File: src/sv/cheapest_price_window_finder_defines.svh
// Assertion macros shared by the cheapest price window finder RTL
`ifndef CHEAPEST_PRICE_WINDOW_FINDER_DEFINES_SVH
`define CHEAPEST_PRICE_WINDOW_FINDER_DEFINES_SVH

// same-cycle implication, checked on every clk edge outside reset
`define CPWF_ASSERT_NOW(label, ante, cons) \
  label: assert property (@(posedge clk) disable iff (!rst_n) (ante) |-> (cons)) \
    else $error("cpwf assertion failed");

// next-cycle implication, checked on every clk edge outside reset
`define CPWF_ASSERT_NEXT(label, ante, cons) \
  label: assert property (@(posedge clk) disable iff (!rst_n) (ante) |=> (cons)) \
    else $error("cpwf assertion failed");

`endif

File: src/sv/cpwf_pkg.sv
// Types and constants of the cheapest price window finder
`default_nettype none
package cpwf_pkg;

  localparam int HOURS      = 24;
  localparam int PRICE_BITS = 32;
  localparam int HOUR_W     = 5;
  localparam int CNT_W      = $clog2(HOURS + 1);

  localparam int THREE_LAST = 2;
  localparam int SIX_LAST   = 5;

  typedef logic signed [PRICE_BITS-1:0] price_t;
  typedef logic signed [PRICE_BITS:0]   pair_t;
  typedef logic signed [PRICE_BITS+1:0] sum3_t;
  typedef logic signed [PRICE_BITS+2:0] sum6_t;
  typedef logic        [HOUR_W-1:0]     hour_t;
  typedef logic        [CNT_W-1:0]      cnt_t;

  typedef struct packed {
    price_t price;
    logic   missing;
    logic   first;
  } item_t;

  typedef struct packed {
    price_t min_price;
    price_t max_price;
    logic   have_price;
    hour_t  cheapest_hour;
    logic   cheapest_hour_valid;
    hour_t  cheapest_three_start;
    logic   cheapest_three_valid;
    hour_t  cheapest_six_start;
    logic   cheapest_six_valid;
  } result_t;

endpackage
`default_nettype wire

File: src/sv/cpwf_if.sv
// Valid/ready channel interfaces for price items and results
`default_nettype none
interface cpwf_in_if;
  import cpwf_pkg::*;
  logic   valid;
  logic   ready;
  price_t price;
  logic   missing;
  logic   first;
  modport source (output valid, price, missing, first, input ready);
  modport sink (input valid, price, missing, first, output ready);
endinterface

interface cpwf_out_if;
  import cpwf_pkg::*;
  logic   valid;
  logic   ready;
  price_t min_price;
  price_t max_price;
  logic   have_price;
  hour_t  cheapest_hour;
  logic   cheapest_hour_valid;
  hour_t  cheapest_three_start;
  logic   cheapest_three_valid;
  hour_t  cheapest_six_start;
  logic   cheapest_six_valid;
  modport source (output valid, min_price, max_price, have_price, cheapest_hour,
                  cheapest_hour_valid, cheapest_three_start, cheapest_three_valid,
                  cheapest_six_start, cheapest_six_valid, input ready);
  modport sink (input valid, min_price, max_price, have_price, cheapest_hour,
                cheapest_hour_valid, cheapest_three_start, cheapest_three_valid,
                cheapest_six_start, cheapest_six_valid, output ready);
endinterface
`default_nettype wire

File: src/sv/cpwf_track.sv
// Per-day tracking state: min/max, cheapest hour, cheapest 3h and 6h windows
`default_nettype none
`include "cheapest_price_window_finder_defines.svh"
module cpwf_track (
  input  wire logic             clk,
  input  wire logic             rst_n,
  input  wire logic             upd,
  input  wire cpwf_pkg::item_t  item,
  output cpwf_pkg::result_t     res
);
  import cpwf_pkg::*;

  cnt_t   cnt_r, cnt_nxt;
  logic   stop_r, stop_nxt;
  logic   have_r, have_nxt;
  logic   v1_r, v1_nxt;
  logic   v3_r, v3_nxt;
  logic   v6_r, v6_nxt;
  price_t low_r, low_nxt;
  price_t high_r, high_nxt;
  price_t best1_r, best1_nxt;
  hour_t  hour1_r, hour1_nxt;
  sum3_t  best3_r, best3_nxt;
  hour_t  hour3_r, hour3_nxt;
  sum6_t  best6_r, best6_nxt;
  hour_t  hour6_r, hour6_nxt;
  price_t last_r, last_nxt;
  pair_t  pair_r, pair_nxt;
  sum3_t  hist_r [3];
  sum3_t  hist_nxt [3];

  price_t p;
  sum3_t  s3;
  sum6_t  s6;
  logic   take;
  logic   acc;

  assign p = item.price;

  always_comb begin
    // a first item clears the day before it is handled
    cnt_nxt   = item.first ? '0 : cnt_r;
    stop_nxt  = item.first ? 1'b0 : stop_r;
    have_nxt  = item.first ? 1'b0 : have_r;
    v1_nxt    = item.first ? 1'b0 : v1_r;
    v3_nxt    = item.first ? 1'b0 : v3_r;
    v6_nxt    = item.first ? 1'b0 : v6_r;
    low_nxt   = item.first ? '0 : low_r;
    high_nxt  = item.first ? '0 : high_r;
    best1_nxt = item.first ? '0 : best1_r;
    hour1_nxt = item.first ? '0 : hour1_r;
    best3_nxt = item.first ? '0 : best3_r;
    hour3_nxt = item.first ? '0 : hour3_r;
    best6_nxt = item.first ? '0 : best6_r;
    hour6_nxt = item.first ? '0 : hour6_r;
    last_nxt  = item.first ? '0 : last_r;
    pair_nxt  = item.first ? '0 : pair_r;
    for (int k = 0; k < 3; k++) begin
      hist_nxt[k] = item.first ? '0 : hist_r[k];
    end

    // window sums: s3 = r1 + r0 + p, s6 = s3 + (r4 + r3 + r2)
    s3   = sum3_t'(pair_nxt) + sum3_t'(p);
    s6   = sum6_t'(s3) + sum6_t'(hist_nxt[2]);
    take = !stop_nxt && (cnt_nxt < cnt_t'(HOURS));
    acc  = take && !item.missing;

    if (take && item.missing) begin
      stop_nxt = 1'b1;
    end

    if (acc) begin
      if (!have_nxt || p < low_nxt) begin
        low_nxt = p;
      end
      if (!have_nxt || p > high_nxt) begin
        high_nxt = p;
      end
      have_nxt = 1'b1;
      if (!v1_nxt || best1_nxt > p) begin
        best1_nxt = p;
        hour1_nxt = hour_t'(cnt_nxt);
        v1_nxt    = 1'b1;
      end
      if (cnt_nxt >= cnt_t'(THREE_LAST) && (!v3_nxt || best3_nxt > s3)) begin
        best3_nxt = s3;
        hour3_nxt = hour_t'(cnt_nxt - cnt_t'(THREE_LAST));
        v3_nxt    = 1'b1;
      end
      if (cnt_nxt >= cnt_t'(SIX_LAST) && (!v6_nxt || best6_nxt > s6)) begin
        best6_nxt = s6;
        hour6_nxt = hour_t'(cnt_nxt - cnt_t'(SIX_LAST));
        v6_nxt    = 1'b1;
      end
      hist_nxt[2] = hist_nxt[1];
      hist_nxt[1] = hist_nxt[0];
      hist_nxt[0] = s3;
      pair_nxt    = pair_t'(p) + pair_t'(last_nxt);
      last_nxt    = p;
      cnt_nxt     = cnt_nxt + cnt_t'(1);
    end
  end

  always_ff @(posedge clk) begin
    if (!rst_n) begin
      cnt_r   <= '0;
      stop_r  <= 1'b0;
      have_r  <= 1'b0;
      v1_r    <= 1'b0;
      v3_r    <= 1'b0;
      v6_r    <= 1'b0;
      low_r   <= '0;
      high_r  <= '0;
      best1_r <= '0;
      hour1_r <= '0;
      best3_r <= '0;
      hour3_r <= '0;
      best6_r <= '0;
      hour6_r <= '0;
      last_r  <= '0;
      pair_r  <= '0;
      for (int k = 0; k < 3; k++) begin
        hist_r[k] <= '0;
      end
    end else if (upd) begin
      cnt_r   <= cnt_nxt;
      stop_r  <= stop_nxt;
      have_r  <= have_nxt;
      v1_r    <= v1_nxt;
      v3_r    <= v3_nxt;
      v6_r    <= v6_nxt;
      low_r   <= low_nxt;
      high_r  <= high_nxt;
      best1_r <= best1_nxt;
      hour1_r <= hour1_nxt;
      best3_r <= best3_nxt;
      hour3_r <= hour3_nxt;
      best6_r <= best6_nxt;
      hour6_r <= hour6_nxt;
      last_r  <= last_nxt;
      pair_r  <= pair_nxt;
      for (int k = 0; k < 3; k++) begin
        hist_r[k] <= hist_nxt[k];
      end
    end
  end

  // findings stay zero until set, so the next state is the result directly
  always_comb begin
    res.min_price            = low_nxt;
    res.max_price            = high_nxt;
    res.have_price           = have_nxt;
    res.cheapest_hour        = hour1_nxt;
    res.cheapest_hour_valid  = v1_nxt;
    res.cheapest_three_start = hour3_nxt;
    res.cheapest_three_valid = v3_nxt;
    res.cheapest_six_start   = hour6_nxt;
    res.cheapest_six_valid   = v6_nxt;
  end

  `CPWF_ASSERT_NOW(a_flags_nested, v6_r || v3_r || v1_r, have_r && v1_r && (v3_r || !v6_r))
  `CPWF_ASSERT_NOW(a_cnt_bound, 1'b1, cnt_r <= cnt_t'(HOURS))
  `CPWF_ASSERT_NEXT(a_first_price, upd && item.first && !item.missing,
                    cnt_r == cnt_t'(1) && have_r && v1_r && hour1_r == '0)

endmodule
`default_nettype wire

File: src/sv/cheapest_price_window_finder.sv
// Top level of the cheapest price window finder: input and result registers
//
//  channel | dir | payload                                         | handshake
//  in_ch   | in  | price, missing, first                           | valid/ready
//  out_ch  | out | min/max, have, cheapest hour, 3h and 6h starts  | valid/ready
//
// One item per cycle while out_ch is ready; out_ch is driven from the result register.
// The tracking state updates as an item moves from the input register to the result
// register, so each result reflects that item and all earlier items of its day.
// rst_n (synchronous) clears the day and the valid flags of both registers.
// out_ch stall holds the result; an empty input register still takes one more item.
`default_nettype none
`include "cheapest_price_window_finder_defines.svh"
module cheapest_price_window_finder (
  input wire logic clk,
  input wire logic rst_n,
  cpwf_in_if.sink    in_ch,
  cpwf_out_if.source out_ch
);
  import cpwf_pkg::*;

  item_t   in_r;
  logic    in_v_r;
  result_t out_r;
  logic    out_v_r;
  result_t res;
  logic    out_load;
  logic    in_take;

  assign out_load    = in_v_r && (!out_v_r || out_ch.ready);
  assign in_ch.ready = !in_v_r || out_load;
  assign in_take     = in_ch.valid && in_ch.ready;

  cpwf_track u_track (
    .clk   (clk),
    .rst_n (rst_n),
    .upd   (out_load),
    .item  (in_r),
    .res   (res)
  );

  always_ff @(posedge clk) begin
    if (!rst_n) begin
      in_v_r  <= 1'b0;
      out_v_r <= 1'b0;
    end else begin
      if (in_take) begin
        in_v_r <= 1'b1;
      end else if (out_load) begin
        in_v_r <= 1'b0;
      end
      if (out_load) begin
        out_v_r <= 1'b1;
      end else if (out_ch.ready) begin
        out_v_r <= 1'b0;
      end
    end
  end

  always_ff @(posedge clk) begin
    if (in_take) begin
      in_r.price   <= in_ch.price;
      in_r.missing <= in_ch.missing;
      in_r.first   <= in_ch.first;
    end
    if (out_load) begin
      out_r <= res;
    end
  end

  assign out_ch.valid                = out_v_r;
  assign out_ch.min_price            = out_r.min_price;
  assign out_ch.max_price            = out_r.max_price;
  assign out_ch.have_price           = out_r.have_price;
  assign out_ch.cheapest_hour        = out_r.cheapest_hour;
  assign out_ch.cheapest_hour_valid  = out_r.cheapest_hour_valid;
  assign out_ch.cheapest_three_start = out_r.cheapest_three_start;
  assign out_ch.cheapest_three_valid = out_r.cheapest_three_valid;
  assign out_ch.cheapest_six_start   = out_r.cheapest_six_start;
  assign out_ch.cheapest_six_valid   = out_r.cheapest_six_valid;

  `CPWF_ASSERT_NOW(a_ready_when_drained, !out_v_r, in_ch.ready)
  `CPWF_ASSERT_NEXT(a_load_gives_result, out_load, out_v_r)
  `CPWF_ASSERT_NEXT(a_stall_keeps_item, in_v_r && out_v_r && !out_ch.ready, in_v_r)

endmodule
`default_nettype wire
File: src/flat_wrapper.sv
// flat-port wrapper written by rule: the top's interface ports become plain ports
module cheapest_price_window_finder_flat import cpwf_pkg::*;
  (clk, rst_n, in_ch_valid, in_ch_price, in_ch_missing, in_ch_first, in_ch_ready, out_ch_valid, out_ch_min_price, out_ch_max_price, out_ch_have_price, out_ch_cheapest_hour, out_ch_cheapest_hour_valid, out_ch_cheapest_three_start, out_ch_cheapest_three_valid, out_ch_cheapest_six_start, out_ch_cheapest_six_valid, out_ch_ready);
  cpwf_in_if in_ch_i ();
  cpwf_out_if out_ch_i ();
  input wire logic clk;
  input wire logic rst_n;
  input wire logic [$bits(in_ch_i.valid)-1:0] in_ch_valid;
  input wire logic [$bits(in_ch_i.price)-1:0] in_ch_price;
  input wire logic [$bits(in_ch_i.missing)-1:0] in_ch_missing;
  input wire logic [$bits(in_ch_i.first)-1:0] in_ch_first;
  output wire logic [$bits(in_ch_i.ready)-1:0] in_ch_ready;
  output wire logic [$bits(out_ch_i.valid)-1:0] out_ch_valid;
  output wire logic [$bits(out_ch_i.min_price)-1:0] out_ch_min_price;
  output wire logic [$bits(out_ch_i.max_price)-1:0] out_ch_max_price;
  output wire logic [$bits(out_ch_i.have_price)-1:0] out_ch_have_price;
  output wire logic [$bits(out_ch_i.cheapest_hour)-1:0] out_ch_cheapest_hour;
  output wire logic [$bits(out_ch_i.cheapest_hour_valid)-1:0] out_ch_cheapest_hour_valid;
  output wire logic [$bits(out_ch_i.cheapest_three_start)-1:0] out_ch_cheapest_three_start;
  output wire logic [$bits(out_ch_i.cheapest_three_valid)-1:0] out_ch_cheapest_three_valid;
  output wire logic [$bits(out_ch_i.cheapest_six_start)-1:0] out_ch_cheapest_six_start;
  output wire logic [$bits(out_ch_i.cheapest_six_valid)-1:0] out_ch_cheapest_six_valid;
  input wire logic [$bits(out_ch_i.ready)-1:0] out_ch_ready;
  assign in_ch_i.valid = in_ch_valid;
  assign in_ch_i.price = in_ch_price;
  assign in_ch_i.missing = in_ch_missing;
  assign in_ch_i.first = in_ch_first;
  assign in_ch_ready = in_ch_i.ready;
  assign out_ch_valid = out_ch_i.valid;
  assign out_ch_min_price = out_ch_i.min_price;
  assign out_ch_max_price = out_ch_i.max_price;
  assign out_ch_have_price = out_ch_i.have_price;
  assign out_ch_cheapest_hour = out_ch_i.cheapest_hour;
  assign out_ch_cheapest_hour_valid = out_ch_i.cheapest_hour_valid;
  assign out_ch_cheapest_three_start = out_ch_i.cheapest_three_start;
  assign out_ch_cheapest_three_valid = out_ch_i.cheapest_three_valid;
  assign out_ch_cheapest_six_start = out_ch_i.cheapest_six_start;
  assign out_ch_cheapest_six_valid = out_ch_i.cheapest_six_valid;
  assign out_ch_i.ready = out_ch_ready;
  cheapest_price_window_finder u_core (.clk(clk), .rst_n(rst_n), .in_ch(in_ch_i), .out_ch(out_ch_i));
endmodule
File: config.mk
export PLATFORM = sky130hd
export DESIGN_NAME = cheapest_price_window_finder_flat
export DESIGN_NICKNAME = d
export VERILOG_FILES = /design/src/sv/cpwf_pkg.sv /design/src/sv/cpwf_if.sv /design/src/sv/cpwf_track.sv /design/src/sv/cheapest_price_window_finder.sv /design/src/flat_wrapper.sv
export VERILOG_INCLUDE_DIRS = /design/src /design/src/sv
export SDC_FILE = /design/constraint.sdc
export NUM_CORES = 1
export LEC_CHECK = 0
export BUFFER_PORTS_ARGS = -buffer_cell sky130_fd_sc_hd__buf_2
export CORE_ASPECT_RATIO = 1.5
export CORE_UTILIZATION = 55
export CTS_CLUSTER_DIAMETER = 200
export DETAILED_ROUTE_END_ITERATION = 7
export PLACE_DENSITY = 0.8
export SYNTH_ARGS = -nofsm -noshare
export SYNTH_HDL_FRONTEND = slang
export SYNTH_SLANG_ARGS = --single-unit
File: constraint.sdc
create_clock -name clk -period 24 [get_ports clk]
set_input_delay 1.2 -clock clk [delete_from_list [all_inputs] [get_ports clk]]
set_output_delay 1.2 -clock clk [all_outputs]
set_load 0.02 [all_outputs]
==> metrics.cfg <==
[outcome]
outcome=finished clean

[place]
dp_slack_ps=14170
io_buffers=122
dpl.cell_count=3704
gp_congestion=0.953
hpwlAfterDp_mm=53.8

[worst_setup_path]
slowest_stage=o21ai_2
path_delay_family=compound AO/OA/AOI/OAI gates
path_common_cell=o21ai_0
crit_buf_inv=5
crit_fanout=81
required_ps=24540
crit_type=reg -> reg
cp_slowest_stage_delay_ps=730
critical_path_arrival_ps=10230
cp-end-kind=flop
worstSetupStartpointType=flop

[timing]
worst_pin_slew_ps=1380
finalCriticalPeriod_ps=9690
maxSlewHeadroom_pct=7.67
max_freq_mhz=103
rsz0062_at_grt=false
fin_worst_skew_ps=17.2
slew_viol_final=0
tns_ps=0
hold_ws_ps=448
min_period_over_period_pct=40.4
hold_viol_final=0
finalWorstSetupSlack_ps=14310
setup_viol=0

[floorplan]
row_count=101
dieArea_mm2=0.0526
die_h_um=280
io_pins=123
die_x_um=188
start_util_pct=55.9
coreArea_mm2=0.0508

[flow_run]
drv_cap=0

[power]
p_comb_share_pct=15.2
netSwitchingPower_uw=560
finalPower_uw=2010
peakVddDrop_v=0.0000586
clock_power_share_pct=39.7
intPower_uw=1450
p_per_area_mw_per_mm2=64.3
p_leak_uw=0.0132
pwr-share-seq_pct=45.1
switching_share_pct=27.9

[clock_network]
cts.repair.resized=0
hold_buffers=0
cts_tree=yes
clock_latency_ps=610
htree_levels=2
cts_sinks=476
cts.path.max_buffers=3
cts_made_buffers=47
cts_setup_buffers=0
cts_root_buffer=clkbuf_16
clk_pin_slew_worst_paths_ps=60

[worst_hold_path]
hold_path_class=reg -> reg

[cells_and_area]
antenna_cells=0
finish.net_count=3389
syn_to_final_growth_pct=10.2
final_cells=3792
layout-drive-gt1-share_pct=9.45

[global_routing]
antenna_found_initial=1
grt_max_degree=98
gr-total-overflow=0
grt_usage_pct=29.4
grt_pass1_wl_mm=124
grt_pass1_vias=23900

[drt]
via_per_inst=6.19
firstDrtPassIters=5
finalWirelength_mm=77.6
detail-route-antenna-nets=0
vias=23500
initialDrtViolationCount=1873
routedWlPerCell_um=20.5
drc=0

[synthesis]
yosysSeqAreaShare_pct=41.3
ys_warn_count=0
synth_most_common_cell=nand2_1
avgSynthCellArea_um2=9.38
async_reset_ff_share_pct=0
yosysTopAreaCell=edfxtp_1
synth-edff-count=219
yosysTopAreaCellShare_pct=23.2
synthFlopType=dfxtp_1
synthCells=3026
yosys-top-cells-area=edfxtp_1 (23%), dfxtp_1 (18%), ha_1 (12%)
ys_ff_latch=476
synth_area_mm2=0.0284
ys_types=87
ys_top_cells_by_count=nand2_1 (375), nor2b_1 (310), ha_1 (264)
syn_nets=3331

-- routing by layer --
metal	global-route usage [%]	share of wire (%)
met5	0	0
met3	4.19	5.7
met4	16.7	5.6
met2	52.4	50
met1	33.5	39
-- cell families (layout without fill, tap and decap cells) --
kind of cell / after synthesis / in the layout / share of synthesized area (%)
adders and majority gates: 267 / 267 / 11.8
buffers and inverters: 269 / 366 / 3.73
muxes: 38 / 38 / 1.35
DFF: 476 / 476 / 41.3
xor gates and xnor gates: 84 / 84 / 2.71
and+or+nand+nor: 1028 / 1028 / 18.1
AOI/OAI and AO/OA: 864 / 864 / 21.0
-- stage by stage --
step                area [um2]  util, %
CTS                      31300     61.6
floorplan                28400        -
global placement         29600     58.3
finish                   31300     61.6
detailed placement       29600     58.3
global route             31300     61.6
-- cell type report --
| class | instances | area [um2] |
|---|---|---|
| multi-input cells | 2281 | 15700 |
| flip-flops and latches | 476 | 11700 |
| well taps | 669 | 837 |
| clock inverters | 26 | 264 |
| clock buffers | 62 | 1410 |
| repair buffers | 168 | 956 |
| inverters | 110 | 420 |
| fillers | 4196 | 19500 |
-- flip-flops by register name (all words and copies together) (netlist names), 33 cells and up --
signal / count
u_core.u_track.best6_r: 35
u_core.u_track.pair_r: 33
u_core.u_track.hist_r: 102
u_core.u_track.best3_r: 34
u_core.in_r: 34
-- placed cells by master (no fill, tap or decap), types with 18 or more instances in the layout --
cell type,n
ha_1,264
nand4_1,38
nand2_1,373
inv_1,109
dfxtp_1,257
o21a_1,33
a21o_1,100
nand2b_1,22
a22o_1,110
o21ai_0,143
edfxtp_1,219
buf_2,122
o21bai_1,18
nor2b_1,310
xnor2_1,51
xor2_1,30
a32oi_1,35
buf_4,46
nand3_1,56
clkbuf_16,52
a22oi_1,50
nor2_1,103
nor3_1,36
mux2i_1,36
a21oi_1,221
-- worst reg2reg max path, delay by kind of cell, from the launching register on --
family	cells	cell delay [ps]
fa+ha+maj	3	950
simple gates	11	1610
flops	1	320
buf+inv	5	1740
compound gates	16	4730
xor+xnor	2	320
-- power groups by stage --
stage               registers (uW)  clock network [uW]  logic, uW
detailed placement             923                   0        299
floorplan                      929                   0        201
global route                   909                 835        332
finish                         907                 799        305
CTS                            906                 807        302
global placement               922                   0        291
-- final timing paths --
kind / from / endpoint / slack, ps / cells after the start
worst max-delay path: u_core.in_r[0] / u_core.u_track.best6_r[14] / 14310 / 37
worst min-delay path: u_core.u_track.best6_r[23] / u_core.u_track.best6_r[23] / 450 / 2
worst max register to register: u_core.in_r[0] / u_core.u_track.best6_r[14] / 14310 / 37
worst min register to register: u_core.u_track.best6_r[23] / u_core.u_track.best6_r[23] / 450 / 2
Note: power is estimated with default switching activity, not from simulation.
